===== src/alkt_pkg.sv =====
// ----------------------------------------------------------------------------
// alkt_pkg: shared types and helpers of the associative key table
// Request and response layouts, action codes, entry layout and the
// saturating counter step used by the statistics.
// ----------------------------------------------------------------------------
package alkt_pkg;

    // default number of table slots
    localparam int ENTRIES_DEF = 8;

    localparam int KEY_W   = 64;
    localparam int CNT_W   = 32;
    localparam int STAMP_W = 64;

    // action codes
    localparam logic [1:0] ACT_LOOKUP = 2'd0;
    localparam logic [1:0] ACT_STORE  = 2'd1;
    localparam logic [1:0] ACT_INVAL  = 2'd2;

    localparam logic [CNT_W-1:0] CNT_MAX = '1;

    typedef struct packed {
        logic [1:0]       action;
        logic [KEY_W-1:0] key;
        logic [CNT_W-1:0] token_count;
    } t_req;

    typedef struct packed {
        logic             hit;
        logic [CNT_W-1:0] found_count;
        logic [2:0]       slot_index;
        logic             evicted;
        logic [CNT_W-1:0] lookup_total;
        logic [CNT_W-1:0] hit_total;
        logic [CNT_W-1:0] store_total;
        logic [CNT_W-1:0] eviction_total;
        logic [3:0]       used_slots;
    } t_rsp;

    // one slot of the table
    typedef struct packed {
        logic [KEY_W-1:0]   key;
        logic [CNT_W-1:0]   count;
        logic [STAMP_W-1:0] stamp;
    } t_entry;

    // per-field write enables of the slot memory
    typedef struct packed {
        logic key;
        logic count;
        logic stamp;
    } t_mem_we;

    // scan outcome flags
    typedef struct packed {
        logic match;
        logic free;
    } t_scan_flags;

    function automatic logic [CNT_W-1:0] sat_inc(input logic [CNT_W-1:0] v);
        return (v == CNT_MAX) ? v : v + CNT_W'(1);
    endfunction

endpackage


===== src/alkt_mem.sv =====
// ----------------------------------------------------------------------------
// alkt_mem: slot storage
// Key, count and stamp arrays with one write port (per-field enables)
// and one registered read port.
// ----------------------------------------------------------------------------
module alkt_mem #(
    parameter int ENTRIES = alkt_pkg::ENTRIES_DEF,
    localparam int IDX_W  = $clog2(ENTRIES)
) (
    input  logic                   i_clk,
    input  logic [IDX_W-1:0]       i_rd_addr,
    output alkt_pkg::t_entry       o_rd_data,
    input  alkt_pkg::t_mem_we      i_wr_en,
    input  logic [IDX_W-1:0]       i_wr_addr,
    input  alkt_pkg::t_entry       i_wr_data
);

    logic [alkt_pkg::KEY_W-1:0]   r_key_mem   [ENTRIES];
    logic [alkt_pkg::CNT_W-1:0]   r_count_mem [ENTRIES];
    logic [alkt_pkg::STAMP_W-1:0] r_stamp_mem [ENTRIES];
    alkt_pkg::t_entry             r_rd_data;

    // write selected fields
    always_ff @(posedge i_clk) begin
        if (i_wr_en.key) begin
            r_key_mem[i_wr_addr] <= i_wr_data.key;
        end
        if (i_wr_en.count) begin
            r_count_mem[i_wr_addr] <= i_wr_data.count;
        end
        if (i_wr_en.stamp) begin
            r_stamp_mem[i_wr_addr] <= i_wr_data.stamp;
        end
    end

    // registered read
    always_ff @(posedge i_clk) begin
        r_rd_data.key   <= r_key_mem[i_rd_addr];
        r_rd_data.count <= r_count_mem[i_rd_addr];
        r_rd_data.stamp <= r_stamp_mem[i_rd_addr];
    end

    assign o_rd_data = r_rd_data;

endmodule


===== src/alkt_scan.sv =====
// ----------------------------------------------------------------------------
// alkt_scan: slot compare unit
// Takes one slot per cycle and tracks the first key match, the first
// empty slot and the valid slot with the oldest stamp.
// ----------------------------------------------------------------------------
module alkt_scan #(
    parameter int ENTRIES = alkt_pkg::ENTRIES_DEF,
    localparam int IDX_W  = $clog2(ENTRIES)
) (
    input  logic                        i_clk,
    input  logic                        i_rst_n,
    input  logic                        i_start,
    input  logic                        i_cmp_vld,
    input  logic [IDX_W-1:0]            i_cmp_idx,
    input  logic                        i_valid_bit,
    input  alkt_pkg::t_entry            i_entry,
    input  logic [alkt_pkg::KEY_W-1:0]  i_key,
    output alkt_pkg::t_scan_flags       o_flags,
    output logic [IDX_W-1:0]            o_match_idx,
    output logic [alkt_pkg::CNT_W-1:0]  o_match_count,
    output logic [IDX_W-1:0]            o_free_idx,
    output logic [IDX_W-1:0]            o_lru_idx
);

    alkt_pkg::t_scan_flags          r_flags;
    logic                           r_have_lru;
    logic [IDX_W-1:0]               r_match_idx;
    logic [alkt_pkg::CNT_W-1:0]     r_match_count;
    logic [IDX_W-1:0]               r_free_idx;
    logic [IDX_W-1:0]               r_lru_idx;
    logic [alkt_pkg::STAMP_W-1:0]   r_lru_stamp;
    logic                           w_key_eq;
    logic                           w_older;

    // the shared comparators
    assign w_key_eq = (i_entry.key == i_key);
    assign w_older  = (i_entry.stamp < r_lru_stamp);

    // track match, first empty slot and oldest valid slot
    always_ff @(posedge i_clk) begin
        if (!i_rst_n) begin
            r_flags    <= '0;
            r_have_lru <= 1'b0;
        end else if (i_start) begin
            r_flags    <= '0;
            r_have_lru <= 1'b0;
        end else if (i_cmp_vld) begin
            if (i_valid_bit && w_key_eq && !r_flags.match) begin
                r_flags.match <= 1'b1;
                r_match_idx   <= i_cmp_idx;
                r_match_count <= i_entry.count;
            end
            if (!i_valid_bit && !r_flags.free) begin
                r_flags.free <= 1'b1;
                r_free_idx   <= i_cmp_idx;
            end
            // strict compare keeps the lowest index on a tie
            if (i_valid_bit && (!r_have_lru || w_older)) begin
                r_have_lru  <= 1'b1;
                r_lru_stamp <= i_entry.stamp;
                r_lru_idx   <= i_cmp_idx;
            end
        end
    end

    assign o_flags       = r_flags;
    assign o_match_idx   = r_match_idx;
    assign o_match_count = r_match_count;
    assign o_free_idx    = r_free_idx;
    assign o_lru_idx     = r_lru_idx;

endmodule


===== src/assoc_lru_key_table_core.sv =====
// ----------------------------------------------------------------------------
// assoc_lru_key_table_core: fully associative key table with LRU refill
// Lookup, store and invalidate-all on 64-bit keys with saturating
// statistics, one response per request.
// ----------------------------------------------------------------------------
// Usage:
//   Request channel i_valid / o_stall carries i_req (action, key, token
//   count). A request is taken at a clock edge with i_valid high and
//   o_stall low. Response channel o_valid / i_stall carries o_rsp and is
//   taken at an edge with o_valid high and i_stall low.
//   Lookup and store scan the slot memory one slot per cycle through a
//   single compare unit, fed by the memory's registered read; the scan
//   then passes the last-slot step (S_LAST) and the resolve step
//   (S_FIN), which loads the response register. Invalidate-all and
//   unused action codes go straight to the resolve step. o_stall is
//   high while a request is in work; the next request is taken the
//   cycle after the response is loaded, so no request overlaps another.
//   The response sits in an output register; a new request may be taken
//   while it waits. If the receiver still stalls when the next response
//   is ready, that response holds back until the register drains.
//   Reset (i_rst_n low, synchronous) clears all valid bits, the
//   statistics and the response register, and sets the stamp counter to
//   one. No clearing pass is needed.
// ----------------------------------------------------------------------------
module assoc_lru_key_table_core #(
    parameter int ENTRIES = alkt_pkg::ENTRIES_DEF
) (
    input  logic            i_clk,
    input  logic            i_rst_n,
    input  logic            i_valid,
    output logic            o_stall,
    input  alkt_pkg::t_req  i_req,
    output logic            o_valid,
    input  logic            i_stall,
    output alkt_pkg::t_rsp  o_rsp
);

    localparam int IDX_W  = $clog2(ENTRIES);
    localparam int VCNT_W = $clog2(ENTRIES + 1);
    localparam logic [IDX_W-1:0] LAST_ADDR = IDX_W'(ENTRIES - 1);

    typedef enum logic [1:0] {
        S_IDLE,
        S_SCAN,
        S_LAST,
        S_FIN
    } t_state;

    t_state                         r_state;
    alkt_pkg::t_req                 r_req;
    logic [IDX_W-1:0]               r_rd_addr;
    logic                           r_cmp_vld;
    logic [IDX_W-1:0]               r_cmp_idx;
    logic [ENTRIES-1:0]             r_valid;
    logic [VCNT_W-1:0]              r_valid_cnt;
    logic [alkt_pkg::STAMP_W-1:0]   r_stamp_ctr;
    logic [alkt_pkg::CNT_W-1:0]     r_lookups;
    logic [alkt_pkg::CNT_W-1:0]     r_hits;
    logic [alkt_pkg::CNT_W-1:0]     r_stores;
    logic [alkt_pkg::CNT_W-1:0]     r_evicts;
    logic                           r_out_vld;
    alkt_pkg::t_rsp                 r_rsp;

    logic [ENTRIES-1:0]             n_valid;
    logic [VCNT_W-1:0]              n_valid_cnt;
    logic [alkt_pkg::STAMP_W-1:0]   n_stamp_ctr;
    logic [alkt_pkg::CNT_W-1:0]     n_lookups;
    logic [alkt_pkg::CNT_W-1:0]     n_hits;
    logic [alkt_pkg::CNT_W-1:0]     n_stores;
    logic [alkt_pkg::CNT_W-1:0]     n_evicts;
    alkt_pkg::t_rsp                 n_rsp;

    logic                           w_accept;
    logic                           w_fire;
    logic [alkt_pkg::STAMP_W-1:0]   w_stamp_inc;
    logic [IDX_W-1:0]               w_victim;
    alkt_pkg::t_mem_we              w_we;
    alkt_pkg::t_mem_we              w_wr_en;
    logic [IDX_W-1:0]               w_wr_addr;
    alkt_pkg::t_entry               w_wr_data;
    alkt_pkg::t_entry               w_rd_data;
    alkt_pkg::t_scan_flags          w_flags;
    logic [IDX_W-1:0]               w_match_idx;
    logic [alkt_pkg::CNT_W-1:0]     w_match_count;
    logic [IDX_W-1:0]               w_free_idx;
    logic [IDX_W-1:0]               w_lru_idx;

    assign o_stall  = (r_state != S_IDLE);
    assign w_accept = i_valid && !o_stall;
    assign w_fire   = (r_state == S_FIN) && (!r_out_vld || !i_stall);

    assign w_stamp_inc = r_stamp_ctr + alkt_pkg::STAMP_W'(1);
    assign w_victim    = w_flags.free ? w_free_idx : w_lru_idx;

    // slot storage
    alkt_mem #(
        .ENTRIES    (ENTRIES)
    ) u_mem (
        .i_clk      (i_clk),
        .i_rd_addr  (r_rd_addr),
        .o_rd_data  (w_rd_data),
        .i_wr_en    (w_wr_en),
        .i_wr_addr  (w_wr_addr),
        .i_wr_data  (w_wr_data)
    );

    // compare unit
    alkt_scan #(
        .ENTRIES        (ENTRIES)
    ) u_scan (
        .i_clk          (i_clk),
        .i_rst_n        (i_rst_n),
        .i_start        (w_accept),
        .i_cmp_vld      (r_cmp_vld),
        .i_cmp_idx      (r_cmp_idx),
        .i_valid_bit    (r_valid[r_cmp_idx]),
        .i_entry        (w_rd_data),
        .i_key          (r_req.key),
        .o_flags        (w_flags),
        .o_match_idx    (w_match_idx),
        .o_match_count  (w_match_count),
        .o_free_idx     (w_free_idx),
        .o_lru_idx      (w_lru_idx)
    );

    // resolve the request once the scan is done
    always_comb begin
        n_valid     = r_valid;
        n_valid_cnt = r_valid_cnt;
        n_stamp_ctr = r_stamp_ctr;
        n_lookups   = r_lookups;
        n_hits      = r_hits;
        n_stores    = r_stores;
        n_evicts    = r_evicts;
        n_rsp       = '0;
        w_we        = '0;
        w_wr_addr   = w_match_idx;
        w_wr_data.key   = r_req.key;
        w_wr_data.count = r_req.token_count;
        w_wr_data.stamp = w_stamp_inc;

        unique case (r_req.action)
            alkt_pkg::ACT_LOOKUP: begin
                n_lookups = alkt_pkg::sat_inc(r_lookups);
                if (w_flags.match) begin
                    w_we.stamp        = 1'b1;
                    n_stamp_ctr       = w_stamp_inc;
                    n_hits            = alkt_pkg::sat_inc(r_hits);
                    n_rsp.hit         = 1'b1;
                    n_rsp.found_count = w_match_count;
                    n_rsp.slot_index  = 3'(w_match_idx);
                end
            end
            alkt_pkg::ACT_STORE: begin
                n_stamp_ctr = w_stamp_inc;
                if (w_flags.match) begin
                    w_we.count       = 1'b1;
                    w_we.stamp       = 1'b1;
                    n_rsp.hit        = 1'b1;
                    n_rsp.slot_index = 3'(w_match_idx);
                end else begin
                    w_we              = '1;
                    w_wr_addr         = w_victim;
                    n_valid[w_victim] = 1'b1;
                    n_stores          = alkt_pkg::sat_inc(r_stores);
                    n_rsp.slot_index  = 3'(w_victim);
                    if (w_flags.free) begin
                        n_valid_cnt = r_valid_cnt + VCNT_W'(1);
                    end else begin
                        n_rsp.evicted = 1'b1;
                        n_evicts      = alkt_pkg::sat_inc(r_evicts);
                    end
                end
            end
            alkt_pkg::ACT_INVAL: begin
                n_valid     = '0;
                n_valid_cnt = '0;
            end
            default: begin
            end
        endcase

        n_rsp.lookup_total   = n_lookups;
        n_rsp.hit_total      = n_hits;
        n_rsp.store_total    = n_stores;
        n_rsp.eviction_total = n_evicts;
        n_rsp.used_slots     = 4'(n_valid_cnt);
    end

    // gate memory writes to the resolve cycle
    assign w_wr_en = w_fire ? w_we : '0;

    // sequencer, table state, statistics and response register
    always_ff @(posedge i_clk) begin
        if (!i_rst_n) begin
            r_state     <= S_IDLE;
            r_rd_addr   <= '0;
            r_cmp_vld   <= 1'b0;
            r_valid     <= '0;
            r_valid_cnt <= '0;
            r_stamp_ctr <= alkt_pkg::STAMP_W'(1);
            r_lookups   <= '0;
            r_hits      <= '0;
            r_stores    <= '0;
            r_evicts    <= '0;
            r_out_vld   <= 1'b0;
            r_rsp       <= '0;
        end else begin
            // load a new response, or drop the current one once taken
            if (w_fire) begin
                r_out_vld <= 1'b1;
            end else if (r_out_vld && !i_stall) begin
                r_out_vld <= 1'b0;
            end

            unique case (r_state)
                S_IDLE: begin
                    r_cmp_vld <= 1'b0;
                    if (w_accept) begin
                        r_req     <= i_req;
                        r_rd_addr <= '0;
                        if (i_req.action == alkt_pkg::ACT_LOOKUP ||
                            i_req.action == alkt_pkg::ACT_STORE) begin
                            r_state <= S_SCAN;
                        end else begin
                            r_state <= S_FIN;
                        end
                    end
                end
                S_SCAN: begin
                    // advance the read address one slot per cycle
                    r_cmp_vld <= 1'b1;
                    r_cmp_idx <= r_rd_addr;
                    if (r_rd_addr == LAST_ADDR) begin
                        r_state <= S_LAST;
                    end else begin
                        r_rd_addr <= r_rd_addr + IDX_W'(1);
                    end
                end
                S_LAST: begin
                    r_cmp_vld <= 1'b0;
                    r_state   <= S_FIN;
                end
                S_FIN: begin
                    if (w_fire) begin
                        r_valid     <= n_valid;
                        r_valid_cnt <= n_valid_cnt;
                        r_stamp_ctr <= n_stamp_ctr;
                        r_lookups   <= n_lookups;
                        r_hits      <= n_hits;
                        r_stores    <= n_stores;
                        r_evicts    <= n_evicts;
                        r_rsp       <= n_rsp;
                        r_state     <= S_IDLE;
                    end
                end
                default: begin
                    r_state <= S_IDLE;
                end
            endcase
        end
    end

    assign o_valid = r_out_vld;
    assign o_rsp   = r_rsp;

`ifndef SYNTH
    // valid count tracks the valid bits
    a_valid_cnt: assert property (@(posedge i_clk) disable iff (!i_rst_n)
        32'(r_valid_cnt) == $countones(r_valid))
        else $error("valid slot count out of step with valid bits");

    // a response is loaded only from the resolve step
    a_rsp_src: assert property (@(posedge i_clk) disable iff (!i_rst_n)
        $rose(r_out_vld) |-> $past(r_state) == S_FIN)
        else $error("response loaded outside resolve step");

    // hits never exceed lookups
    a_hit_le: assert property (@(posedge i_clk) disable iff (!i_rst_n)
        o_valid |-> o_rsp.hit_total <= o_rsp.lookup_total)
        else $error("hit total above lookup total");

    // evictions never exceed stores
    a_evict_le: assert property (@(posedge i_clk) disable iff (!i_rst_n)
        o_valid |-> o_rsp.eviction_total <= o_rsp.store_total)
        else $error("eviction total above store total");

    // a stalled response stays valid until the receiver takes it
    a_no_drop: assert property (@(posedge i_clk) disable iff (!i_rst_n)
        (r_out_vld && i_stall) |=> r_out_vld)
        else $error("stalled response lost");
`endif

endmodule

===== config.mk =====
export PLATFORM = sky130hd
export DESIGN_NAME = assoc_lru_key_table_core
export DESIGN_NICKNAME = d
export VERILOG_FILES = /design/src/alkt_pkg.sv /design/src/alkt_mem.sv /design/src/alkt_scan.sv /design/src/assoc_lru_key_table_core.sv
export SDC_FILE = /design/constraint.sdc
export NUM_CORES = 2
export LEC_CHECK = 0
export BUFFER_PORTS_ARGS = -buffer_cell sky130_fd_sc_hd__buf_4
export CAP_MARGIN = 20
export CORE_ASPECT_RATIO = 0.5
export CORE_MARGIN = 2
export CORE_UTILIZATION = 45
export DETAILED_ROUTE_END_ITERATION = 8
export PLACE_DENSITY = 0.65
export SLEW_MARGIN = 20
export SYNTH_ARGS = -nofsm -noshare
export SYNTH_HDL_FRONTEND = slang
export SYNTH_SLANG_ARGS = --single-unit

===== constraint.sdc =====
create_clock -name i_clk -period 7.8 [get_ports i_clk]
set_input_delay 1.17 -clock i_clk [delete_from_list [all_inputs] [get_ports i_clk]]
set_output_delay 1.17 -clock i_clk [all_outputs]
set_load 0.01 [all_outputs]

After elaboration in Yosys (flattened, before gate mapping)
Memory sizes are Yosys's and may differ from the RTL's. A register that Yosys moved wholly into a read port is not among the register bits.
Index checks and enable logic that the tools add are counted.
{ "totals": {"ramBits": 1280, "reg_bits": 457, "word_cells": 171, "out_inout_bits": 171, "inputBits": 102, "n_memories": 3} }
{ "classes": {"n_addsub": 7, "order_cmp": 4, "eq_ne": 19, "n_mux": 55, "reduce_logical": 47, "bitwise": 9} }
{ "mem_list": {"columns": ["memory", "words", "word_bits", "read_ports", "rd_clocked_by_memory_dff", "write_ports", "line_no", "text"], "rows": [
  ["u_mem.r_key_mem", 8, 64, 1, 1, 1, "alkt_mem.sv:18", "logic [alkt_pkg::KEY_W-1:0] r_key_mem [ENTRIES];"],
  ["u_mem.r_stamp_mem", 8, 64, 1, 1, 1, "alkt_mem.sv:20", "logic [alkt_pkg::STAMP_W-1:0] r_stamp_mem [ENTRIES];"],
  ["u_mem.r_count_mem", 8, 32, 1, 1, 1, "alkt_mem.sv:19", "logic [alkt_pkg::CNT_W-1:0] r_count_mem [ENTRIES];"]
]} }
{ "ops": {"columns": ["operator", "n"], "rows": [
  ["$mux W32", 13],
  ["$add A32 B1 Y32 const B", 4],
  ["$eq A32 B32 Y1 const B", 4],
  ["$pmux W64 S2", 1],
  ["$add A64 B1 Y64 const B", 1],
  ["$eq A64 B64 Y1", 1],
  ["$lt A64 B64 Y1", 1],
  ["$mux W64", 1],
  ["$mux W36", 1],
  ["$reduce_and A4 Y1", 6],
  ["$mux W3", 6],
  ["$pmux W8 S2", 1],
  ["$mux W1", 15],
  ["$reduce_and A5 Y1", 3],
  ["$pmux W3 S2", 2],
  ["$reduce_bool A2 Y1", 6],
  ["$mux W2", 5],
  ["$reduce_and A2 Y1", 5],
  ["$reduce_and A3 Y1", 3],
  ["$logic_and A1 B1 Y1", 8],
  ["$lt A3 B4 Y1 const B", 2],
  ["$mux W4", 2],
  ["$mux W8", 1],
  ["$ne A2 B2 Y1 const B", 4],
  ["19 further kinds", 45]
]} }

Depth between registers and ports, before layout
{ "depth": {"depth_word": 8, "mapped_depth": 10, "depth_no_buf": 8} }

Cells and area by module
From an unflattened synthesis, not the netlist that was laid out.
{ "unflattened": {"hier_cells": 4157, "area_unflattened_um2": 73900.9} }
{ "by_module_without_submodules": {"columns": ["module", "instances", "seq_area_each_um2", "area_per_inst_um2", "cells_each"], "rows": [
  ["alkt_mem", 1, 41639.9, 52412.8, 2045],
  ["assoc_lru_key_table_core", 1, 7997.7, 15845.2, 1671],
  ["alkt_scan", 1, 3213.1, 5642.9, 441]
]} }

Least setup slack after synthesis
No wires, ideal clock.
{ "synth_path": {"kind": "input to register", "from": "input i_rst_n", "to": "register u_scan.r_lru_idx[0] (netlist: u_scan.o_lru_idx[0]) (enable)", "required_time_ns": 7.206, "arrival_time_ns": 7.522, "cell_stages": 7, "path_slack_ns": -0.317, "setup_time_ns": 0.594, "path_buffers": 1, "cell_sequence": "buf_2 -> a21boi_0 -> nand2_1 -> nand4b_1 -> nor4bb_1 -> o311ai_0 -> o32ai_1"} }
{ "synth_between": {"elab_chain_len": 1} }
{ "synth_lines": {"columns": ["element", "line_no", "text"], "rows": [
  ["start, declared", "assoc_lru_key_table_core.sv:29", "input logic i_rst_n,"],
  ["$reduce_and A4 Y1 (no line)", null, null],
  ["end signal, assigned", "alkt_scan.sv:61", "r_lru_idx <= i_cmp_idx;"],
  ["end, declared", "alkt_scan.sv:30", "logic [IDX_W-1:0] r_lru_idx;"]
]} }
Every way passes these cells.
A chain may end at the register's enable or synchronous reset.

Worst setup path after layout
{ "layout_path": {"from": "register r_req[96] (netlist bit)", "to": "memory u_mem.r_stamp_mem[6][4] (netlist bit) (enable)"} }
{ "layout_between": {"elab_chain_len": 5, "word_cells_on_any_way": 7, "classes_between": "eq/ne: 1; mux: 5; reduce/logical: 1"} }
{ "layout_lines": {"columns": ["element", "line_no", "text"], "rows": [
  ["start, declared", "assoc_lru_key_table_core.sv:50", "alkt_pkg::t_req r_req;"],
  ["start signal, assigned", "assoc_lru_key_table_core.sv:220", "r_req <= i_req;"],
  ["$eq A2 B1 Y1 or $logic_not A2 Y1 (tied branches)", "assoc_lru_key_table_core.sv:142", "unique case (r_req.action)"],
  ["$pmux W1 S2", "assoc_lru_key_table_core.sv:142", null],
  ["$mux W3", "assoc_lru_key_table_core.sv:191", "assign w_wr_en = w_fire ? w_we : '0;"],
  ["$mux W1", "alkt_mem.sv:31", "if (i_wr_en.stamp) begin"],
  ["$mux W1 (not written as such)", "alkt_mem.sv:32", "r_stamp_mem[i_wr_addr] <= i_wr_data.stamp;"],
  ["end, declared", "alkt_mem.sv:20", null]
]} }
Parallel ways exist; a longest one is shown, timed or not.

==> reports/metrics.cfg <==
[global_route]
antenna_found_initial=1
grt_overflow_total=0
grt_pass1_vias=37300
grt_use_total_pct=18.6
grt_pass1_wl_mm=231
grt_max_degree=133

[die]
io_pins=273
floorplan.initialDensity_pct=45.5
die_w_um=570
row_count=103
die_y_um=287
core_sq_mm=0.159
die_area_sq_mm=0.164

[layout]
nets=4592
areaGrowthSynthToFinish_pct=14.3
design_area_sq_mm=0.0825
fin_cells=6652
final_cell_mix=edfxtp_1 (1486), dfxtp_1 (408), mux4_2 (320)
drive_gt1_share_pct=24.6
layout_commonest_cell=edfxtp_1

[cts]
post-cts-setup-buffers=0
clkTransAtPathRegs_ns=0.07
clock-sinks=1897
tritoncts=done
cts_resized=0
cts_max_level=4
cts_hold_buf=0
cts_buffers=162
clockBufferDepth=3
root_buffer=clkbuf_16
clock_latency_ns=0.78

[route]
antenna_left=0
drt_iter0_drc=3040
drc=0
viasPerCell=5.53
drt_first_pass_iters=7
avgRoutedWirePerCell_um=23.0
wl_mm=153
vias=36800

[sta]
fin_setup_tns_ns=0
setup_viol=0
fin_crit_ns=4.08
period_share_pct=52.3
slew_violations=0
skew_ns=0.0545
grt_setup_unrepaired=no
fin_hold_ws_ns=0.391
relSlewSlack_pct=21.3
fmax_ghz=0.245
hold_viol=0
tightest_slew_ns=1.17

[logic_synthesis]
synth_top_area_share_pct=61.9
ys_seq_elements=1897
syn-num-nets=4267
synth.cell_area_sq_mm=0.0721
yosysTopAreaCell=edfxtp_1
synth.distinct_cells=75
yosys-top-cells-area=edfxtp_1 (62%), dfxtp_1 (11%), mux4_2 (10%)
ys_warn_count=0
syn_area_per_cell_sq_um=17.7
ys_async_sr_fraction_pct=0
synth_cells=4086
ys_seq_area_share_pct=73.3
yosys_most_used_dff=edfxtp_1
synth_edf_count=1486

[power]
power_density_mw_per_mm2=261
ir_worst_vdd_mv=0.220
p_leak_uw=0.0281

[critical_path]
critPathCaptureType=flip-flop
path_class=flip-flop to flip-flop
crit_required_ns=8.20
cp-start-kind=flip-flop
path_buf_inv=1
cp_max_fo=40
critPathTopFamily=simple AND/OR/NAND/NOR gates
cp.arrival_ns=4.48
cp_cell_sequence=ha_1 -> nand2b_1 -> nor2_1 -> a21oi_1 -> nor2b_1 -> nand2_1 -> nor2_4 -> buf_4
max_stage_delay_ns=0.84
crit_slowest_cell=nor2_4

[run]
maxCapViolCount=0

[placed_design]
placed_area_sq_mm=0.0768
place_congestion=0.832
place_inst=6345
portBuffers=272
dp_hpwl_mm=89.0

[status]
status=finished, final reports clean

[worst_hold_path]
holdCritPathClass=flip-flop to flip-flop

[registers in the layout (all words and copies together) (netlist names)]
register,flops
o_rsp,169
o_valid,1
r_cmp_idx,3
r_cmp_vld,1
r_rd_addr,3
r_req,98
r_stamp_ctr,64
r_state,2
r_valid,8
u_mem.o_rd_data,160
u_mem.r_count_mem,256
u_mem.r_key_mem,512
u_mem.r_stamp_mem,512
u_scan.o_flags,2
u_scan.o_free_idx,3
u_scan.o_lru_idx,3
u_scan.o_match_count,32
u_scan.o_match_idx,3
u_scan.r_have_lru,1
u_scan.r_lru_stamp,64
[path summary, 6_finish.rpt]
path	from	to	slack [ns]	cells past startpoint
max	r_req[96]	u_mem.r_stamp_mem[6][4]	3.72	8
max reg2reg	r_req[96]	u_mem.r_stamp_mem[6][4]	3.72	8
min reg2reg	u_mem.o_rd_data[87]	u_scan.o_match_count[23]	0.39	0
min	u_mem.o_rd_data[87]	u_scan.o_match_count[23]	0.39	0
[routing by layer]
metal	wire length (um)	GRT usage [%]	up-vias
met3	6090	2.52	192
met4	3030	4.84	0
met1	68400	25.9	19300
li1	-	-	16500
met2	75400	31.0	809
met5	0	0	-
[where the power goes]
group / switching [uW] / internal (uW) / leakage [uW] / total, uW
clock: 3660 / 4750 / 0.00274 / 8410
sequential: 277 / 11200 / 0.0180 / 11500
combinational: 805 / 804 / 0.00744 / 1610
total: 4740 / 16800 / 0.0281 / 21500
[worst register-to-register path: stages (launching register included)]
cell	delay, ns
edfxtp_1	0.40
ha_1	0.31
nand2b_1	0.31
nor2_1	0.13
a21oi_1	0.39
nor2b_1	0.24
nand2_1	0.23
nor2_4	0.84
buf_4	0.81
[cells in the mapped netlist (all sizes together) (5+ instances only)]
library cell and number:
o22ai 6, or2 7, a22oi 32, and2 22, nand2 124, and3 33
dfxtp 411, mux4 320, or4 7, nand2b 12, xor2 152, a2111oi 5
and4 19, mux2i 13, edfxtp 1486, or3 31, a21oi 77, nand3 92
mux2 161, a211oi 10, o21ai 50, xnor2 101, inv 110, clkbuf 103
nor2b 16, nand4 91, buf 59, ha 79, nor4 41, nor3 67
nor2 283, o31ai 7
[logic make-up (layout without fill, tap and decap cells)]
logic type      after synthesis  after routing  share of synthesized area (%)
mux                         494            494                           12.7
other cells                   0              1                              0
simple gates                860            860                           6.09
flops                      1897           1897                           73.3
fa+ha+maj                    79             79                           1.37
compound gates              231            231                           2.02
xor+xnor                    253            253                           3.07
buf+inv                     272            737                           1.48
[area by class of cell]
class | instances | area [sq um]
clock inverters | 80 | 992
flip-flops and latches | 1897 | 52900
fillers | 12500 | 76100
inverters | 110 | 418
repair buffers | 323 | 2520
diodes | 1 | 2.50
well taps | 2100 | 2630
multi-input cells | 1917 | 18400
clock buffers | 224 | 4600
[stage by stage]
stage	utilization [%]	power (uW)	setup WS, ns
3_3_place_gp	48.4	13300	3.54
3_5_place_dp	48.5	13400	3.48
6_report	52.0	21500	3.72
5_1_grt	52.0	22300	3.52
4_1_cts	52.0	21700	3.73
2_1_floorplan	-	12900	2.07
No activity file was read; power rests on OpenSTA's default activity.
